--- src/hdl/crc16cf_pkg.sv ---
// Shared types, constants and the CRC-16/MODBUS byte step for the command framer.
// No dependencies; used by crc16_command_framer and its checker.
`timescale 1ns / 1ps
`default_nettype none

package crc16cf_pkg;

	// Frame constants.
	localparam logic [7:0]  HDR0        = 8'hAA;
	localparam logic [7:0]  HDR1        = 8'h55;
	localparam logic [15:0] CRC_INIT    = 16'hFFFF;
	localparam logic [15:0] CRC_POLY    = 16'hA001;
	localparam logic [7:0]  MAX_PAYLOAD = 8'd250;

	// Input operation codes.
	localparam logic FUNC_START = 1'b0;
	localparam logic FUNC_DATA  = 1'b1;

	// Error codes carried in a result.
	localparam logic [1:0] ERR_NONE     = 2'd0;
	localparam logic [1:0] ERR_TOO_LONG = 2'd1;
	localparam logic [1:0] ERR_STRAY    = 2'd2;

	// One input item can give at most this many result bytes.
	localparam int OUT_DEPTH = 6;
	localparam int CNT_W     = $clog2(OUT_DEPTH + 1);

	typedef struct packed {
		logic       func;
		logic [7:0] command;
		logic [7:0] payload_length;
		logic [7:0] data_byte;
	} item_t;

	typedef struct packed {
		logic [7:0] out_byte;
		logic       frame_end;
		logic [1:0] error_code;
	} result_t;

	// One byte through the reflected CRC-16/MODBUS polynomial.
	function automatic logic [15:0] crc16_byte(input logic [15:0] crc, input logic [7:0] b);
		logic [15:0] c;
		c = crc ^ {8'h00, b};
		for (int k = 0; k < 8; k++) begin
			c = c[0] ? ((c >> 1) ^ CRC_POLY) : (c >> 1);
		end
		return c;
	endfunction

endpackage

`default_nettype wire

--- src/hdl/crc16_command_framer.sv ---
// Command frame encoder: header, length, command, payload and CRC-16/MODBUS trailer.
// Depends on crc16cf_pkg for the item and result types and the CRC byte step.
//
// Usage:
//   The item channel (item_valid, item_stall, item) takes start and payload items.
//   The result channel (result_valid, result_stall, result) gives one frame byte
//   per transfer. The cfg channel (cfg_valid, cfg_ready, cfg_data) writes
//   length_mode; cfg_ready is always high. The user must write length_mode only
//   while idle; the block itself does not enforce this. An accepted item is
//   registered in the input register, then its 1 to 6 result bytes are built
//   combinationally and loaded into a small output buffer, whose head is shown.
//   An item leaves the input register once the buffer holds at most its last byte
//   being taken, so the buffer drain sets the pace: a payload byte in mid frame
//   gives one result byte, the last payload byte three, a start four, a start
//   with empty payload six and an error result one. Reset clears the buffer and
//   input register, closes any frame, sets the CRC to 0xFFFF and length_mode to 0.
//   While the receiver stalls, the shown byte holds; while the buffer cannot take
//   the held item, item_stall is high and the input register holds.
`timescale 1ns / 1ps
`default_nettype none

module crc16_command_framer (
	input  wire                  clk,
	input  wire                  arst_n,
	input  wire                  item_valid,
	output logic                 item_stall,
	input  crc16cf_pkg::item_t   item,
	output logic                 result_valid,
	input  wire                  result_stall,
	output crc16cf_pkg::result_t result,
	input  wire                  cfg_valid,
	output logic                 cfg_ready,
	input  wire                  cfg_data
);

	localparam int CW = crc16cf_pkg::CNT_W;
	localparam int OD = crc16cf_pkg::OUT_DEPTH;

	logic                 valid_s1;
	crc16cf_pkg::item_t   item_s1;
	logic                 length_mode_q;
	logic [15:0]          crc_q;
	logic [7:0]           remain_q;
	logic                 open_q;
	logic [CW-1:0]        cnt_q;
	crc16cf_pkg::result_t obuf_q [OD];

	logic                 take;
	logic                 load_ok;
	logic                 advance;
	logic                 accept;
	crc16cf_pkg::result_t new_buf [OD];
	logic [CW-1:0]        new_cnt;
	logic [15:0]          new_crc;
	logic [7:0]           new_remain;
	logic                 new_open;

	assign cfg_ready    = 1'b1;
	assign result_valid = (cnt_q != '0);
	assign result       = obuf_q[0];
	assign take         = result_valid && !result_stall;
	// The buffer can take a new item when empty or when its last byte leaves now.
	assign load_ok      = (cnt_q == '0) || ((cnt_q == CW'(1)) && take);
	assign advance      = valid_s1 && load_ok;
	assign item_stall   = valid_s1 && !load_ok;
	assign accept       = item_valid && !item_stall;

	always_comb begin
		logic [7:0]  lenb;
		logic [15:0] crc_a;
		logic [15:0] crc_b;
		logic [7:0]  rem_dec;
		for (int i = 0; i < OD; i++) begin
			new_buf[i] = '0;
		end
		new_cnt    = '0;
		new_crc    = crc_q;
		new_remain = remain_q;
		new_open   = open_q;
		lenb       = length_mode_q ? item_s1.payload_length : item_s1.payload_length + 8'd1;
		crc_a      = crc16cf_pkg::crc16_byte(crc16cf_pkg::CRC_INIT, lenb);
		crc_b      = crc16cf_pkg::crc16_byte(crc_a, item_s1.command);
		rem_dec    = (remain_q != 8'd0) ? remain_q - 8'd1 : 8'd0;
		if (item_s1.func == crc16cf_pkg::FUNC_START) begin
			new_open   = 1'b0;
			new_remain = 8'd0;
			if (item_s1.payload_length > crc16cf_pkg::MAX_PAYLOAD) begin
				new_buf[0] = '{8'h00, 1'b1, crc16cf_pkg::ERR_TOO_LONG};
				new_cnt    = CW'(1);
			end else begin
				new_crc    = crc_b;
				new_buf[0] = '{crc16cf_pkg::HDR0, 1'b0, crc16cf_pkg::ERR_NONE};
				new_buf[1] = '{crc16cf_pkg::HDR1, 1'b0, crc16cf_pkg::ERR_NONE};
				new_buf[2] = '{lenb, 1'b0, crc16cf_pkg::ERR_NONE};
				new_buf[3] = '{item_s1.command, 1'b0, crc16cf_pkg::ERR_NONE};
				if (item_s1.payload_length == 8'd0) begin
					new_buf[4] = '{crc_b[7:0], 1'b0, crc16cf_pkg::ERR_NONE};
					new_buf[5] = '{crc_b[15:8], 1'b1, crc16cf_pkg::ERR_NONE};
					new_cnt    = CW'(6);
				end else begin
					new_open   = 1'b1;
					new_remain = item_s1.payload_length;
					new_cnt    = CW'(4);
				end
			end
		end else if (!open_q) begin
			new_buf[0] = '{8'h00, 1'b1, crc16cf_pkg::ERR_STRAY};
			new_cnt    = CW'(1);
		end else begin
			new_crc    = crc16cf_pkg::crc16_byte(crc_q, item_s1.data_byte);
			new_buf[0] = '{item_s1.data_byte, 1'b0, crc16cf_pkg::ERR_NONE};
			new_remain = rem_dec;
			new_cnt    = CW'(1);
			if (rem_dec == 8'd0) begin
				// Last payload byte: append the CRC, low byte first.
				new_buf[1] = '{new_crc[7:0], 1'b0, crc16cf_pkg::ERR_NONE};
				new_buf[2] = '{new_crc[15:8], 1'b1, crc16cf_pkg::ERR_NONE};
				new_cnt    = CW'(3);
				new_open   = 1'b0;
				new_remain = 8'd0;
			end
		end
	end

	always_ff @(posedge clk or negedge arst_n) begin
		if (!arst_n) begin
			valid_s1      <= 1'b0;
			length_mode_q <= 1'b0;
			crc_q         <= crc16cf_pkg::CRC_INIT;
			remain_q      <= 8'd0;
			open_q        <= 1'b0;
			cnt_q         <= '0;
		end else begin
			if (cfg_valid && cfg_ready) begin
				length_mode_q <= cfg_data;
			end
			if (accept) begin
				valid_s1 <= 1'b1;
			end else if (advance) begin
				valid_s1 <= 1'b0;
			end
			if (advance) begin
				crc_q    <= new_crc;
				remain_q <= new_remain;
				open_q   <= new_open;
				cnt_q    <= new_cnt;
			end else if (take) begin
				cnt_q <= cnt_q - CW'(1);
			end
		end
	end

	always_ff @(posedge clk) begin
		if (accept) begin
			item_s1 <= item;
		end
		if (advance) begin
			obuf_q <= new_buf;
		end else if (take) begin
			for (int i = 0; i < OD - 1; i++) begin
				obuf_q[i] <= obuf_q[i + 1];
			end
		end
	end

endmodule

`default_nettype wire

--- config.mk ---
export PLATFORM = sky130hd
export DESIGN_NAME = crc16_command_framer
export DESIGN_NICKNAME = d
export VERILOG_FILES = /design/src/hdl/crc16cf_pkg.sv /design/src/hdl/crc16_command_framer.sv
export SDC_FILE = /design/constraint.sdc
export NUM_CORES = 1
export LEC_CHECK = 0
export BUFFER_PORTS_ARGS = -buffer_cell sky130_fd_sc_hd__clkbuf_2
export CAP_MARGIN = 15
export CORE_UTILIZATION = 46
export DETAILED_ROUTE_END_ITERATION = 10
export PLACE_DENSITY_LB_ADDON = 0.25
export SLEW_MARGIN = 20
export SYNTH_ARGS = -nofsm -noshare
export SYNTH_HDL_FRONTEND = slang
export SYNTH_SLANG_ARGS = --single-unit
export TNS_END_PERCENT = 10
--- constraint.sdc ---
create_clock -name clk -period 2.8 [get_ports clk]
set_clock_uncertainty 0.2 [all_clocks]
set_input_delay 0.14 -clock clk [delete_from_list [all_inputs] [get_ports clk]]
set_output_delay 0.14 -clock clk [all_outputs]
set_load 0.005 [all_outputs]
==> results.md <==
- GR Overflow Total: 0
- Actual slew at the worst max-slew pin: a little over 0.8 ns
- CTS Buf Count: 9
- Max Cap Viol: 0
- Die width: between 100 and 150 µm
- Initial antenna violation count: 0
- Fmax: 371 MHz
- Syn_nets: 581
- Nets@finish: 654
- Max-slew headroom: 44.8%
- Met1 Use GR: 27.2%
- Iter 0 DRT Violations: 280
- Busiest grt layer: met2
- Die area: 0.0127 mm²
- Gpl congestion: 0.859
- Sequential Power Share: 37.9%
- Final cell count without fillers: 768
- Yosys warning count: 0
- Global-route met2 utilization: 34.7%
- Power Dens Cells: 1220 mW/mm²
- Max FO, Critical Path: 7
- Most common cell after layout, fill and taps aside: nand2_1
- Vias in the first global route: ~4000
- Ys async rst share: 27.0%
- # diodes: 0
- Crit Path Class: flip-flop to flip-flop
- I/O pin count: 45
- Mean area per synthesized cell: 10.4 µm²
- Sw frac: 38.1%
- # fillers: 1044
- DR DRC count: 0
- Average wire per standard cell: 16.1 µm
- #FFs+latches synth: between 100 and 150
- Dpl cell area: 0.00600 mm²
- Commonest cells after routing, fill and taps aside: nand2_1 (85), edfxtp_1 (81), nor2_1 (53)
- Combinational share of power: 45.1%
- Most used DFF post-synth: edfxtp_1
- Vias per std cell: 5.23
- CP endpoint kind: flip-flop
- Tmin final: 2.70 ns
- Fin. Hold Viols: 0
- HPWL Detailed: about 8400 µm
- Vias: 4015
- Status: finished clean
- Setup violations, final: 0
- WP data arrival: 2.60 ns
- I/O Buffers: 43
- Max rail drop VDD: 0.565 mV
- Worst Path Required: 2.71 ns
- Chip height: around 110 µm
- DRT Wirelength: 12400 µm
- Clock Latency Late Sink: between 0.3 and 0.4 ns
- CTS clk-pin slew, worst paths: 0.07 ns
- Pre-Repair DR Iteration Count: 7
- Ratio of cells with drive above 1 in the final layout: 19.3%
- Initial Utilization: 47.2%
- Number of flops mapped to enable cells by yosys: 81
- Static Leak: 2.68 nW
- Clock Sinks: ~110
- Psw: 3.12 mW
- Clock share of power: 17.0%
- RSZ-0062 raised after global routing: yes
- CTS tree: yes
- Placement Rows: 40
- Mapped cell area: between 0.005 and 0.006 mm²
- First-pass GRT wire length: 20200 µm
- Sequential-to-total area share from yosys stat: 56.8%
- Post-route cell area: 0.00671 mm²
- Crit path launch type: flip-flop
- Gate Count Post-Synth: roughly 540
- Worst-case clock buffer depth: 2
- Area delta synth->final: 19.0%
- Core ar.: 0.0120 mm²
- DP Cell Count: 716
- Root buf cell: clkbuf_16
- Int Pwr: ~5.1 mW
- ANT nets after route: 0
- Post-place setup slack: approximately 0.026 ns
- Final Max Tran Viols: 0
- Total GRT Usage: 20.9%
- Tcrit/Tclk final: 96.3%
- Met3 Use GR: 4.66%
- Yosys cell types: 50
- H-tree depth: 3
- Final worst setup slack: 0.104 ns
- Largest net degree at the start of global routing: 66
- Min-delay worst type: input pin to flip-flop
-- sequential cells by signal (all words and copies together), names as in the netlist --
name and cells:
obuf_q 45, item_s1 25, crc_q 16, result 11, remain_q 8, cnt_q 3
length_mode_q 1, open_q 1, valid_s1 1
-- routing by layer --
| metal | up-vias | share of wire [%] |
|---|---|---|
| met5 | - | 0 |
| met4 | 0 | 1.4 |
| met3 | 11 | 5.1 |
| met2 | 138 | 49 |
| met1 | 1870 | 44 |
| li1 | 1996 | - |
-- metrics by stage --
step / power [mW] / setup TNS [ns] / util [%] / hold WS [ns]
2_1_floorplan: 5.81 / 0 / - / -0.356
3_3_place_gp: 6.58 / 0 / 50.2 / 0.0737
3_5_place_dp: 6.71 / 0 / 50.2 / 0.0800
4_1_cts: 8.17 / 0 / 55.4 / 0.128
5_1_grt: 8.77 / -0.0315 / 56.1 / 0.209
6_report: 8.18 / 0 / 56.1 / 0.146
-- path summary, 6_finish.rpt --
kind,cells after the start,startpoint,to,slack (ns)
min,5,result_stall,valid_s1$_DFFE_PN0P_,0.15
max in group asynchronous,2,arst_n,valid_s1$_DFFE_PN0P_,1.67
min reg2reg,2,crc_q[6]$_DFFE_PN1P_,crc_q[6]$_DFFE_PN1P_,0.28
max reg2reg,9,item_s1[9]$_DFFE_PP_,obuf_q[14]$_DFFE_PP_,0.10
min in group asynchronous,2,arst_n,remain_q[0]$_DFFE_PN0P_,0.22
max,9,item_s1[9]$_DFFE_PP_,obuf_q[14]$_DFFE_PP_,0.10
-- what timing repair did --
item                                   4_1_cts  5_1_grt
buffers inserted                             0        7
hold buffers                                29        0
gates resized for setup                      0        9
setup endpoints to repair                    0        7
endpoints found under the hold margin       41        0
-- power by group through the flow --
stage                     registers (mW)  clock network (mW)  logic (mW)
final                               3.10                1.39        3.69
after global routing                3.18                1.50        4.09
after CTS                           3.10                1.43        3.63
after detailed placement            3.13                   0        3.58
after global placement              3.11                   0        3.48
after floorplan                     3.03                   0        2.79
-- synthesized netlist by cell type, types with 5 or more instances --
| cell type | instances | area, µm² |
|---|---|---|
| o21ai_0 | 48 | 240 |
| nor2_1 | 53 | 199 |
| dfstp_2 | 16 | 420 |
| inv_1 | 14 | 52.6 |
| nand2_1 | 86 | 323 |
| buf_4 | 13 | 97.6 |
| xnor2_1 | 42 | 368 |
| and2_1 | 9 | 56.3 |
| dfrtp_1 | 14 | 350 |
| ha_1 | 7 | 87.6 |
| clkbuf_1 | 20 | 75.1 |
| nand2b_1 | 5 | 31.3 |
| nand3_1 | 22 | 110 |
| a21oi_1 | 44 | 220 |
| nor3_1 | 9 | 45.0 |
| edfxtp_1 | 81 | 2430 |
| xor2_1 | 15 | 131 |
-- cells by family after synthesis --
logic type	count (synthesis)	synth area share (%)
AND/OR/NAND/NOR	200	15.9
flip-flops	111	56.8
AO/OA/AOI/OAI	106	10.1
XOR/XNOR	60	10.2
buffers and inverters	54	4.72
adder cells (fa/ha/maj)	7	1.55
multiplexers	4	0.754
other	1	0.0664
-- critical path: stages, from the launching register on --
cell,delay [ns]
edfxtp_1,0.45
inv_2,0.11
ha_4,0.19
and2b_1,0.16
a21oi_2,0.11
xnor3_2,0.31
xnor2_4,0.20
xnor3_2,0.45
xnor2_1,0.18
o21ai_0,0.08
-- area by class of cell --
class | instances | area [µm²] | area share (%)
sequential | 111 | 3200 | 47.7
multi-input combinational | 378 | 2210 | 33.0
timing repair buffer | 101 | 723 | 10.8
clock buffer | 10 | 239 | 3.56
tap | 147 | 184 | 2.74
clock inverter | 6 | 93.8 | 1.40
inverter | 15 | 56.3 | 0.839
Note: power is estimated with default switching activity, not from simulation.
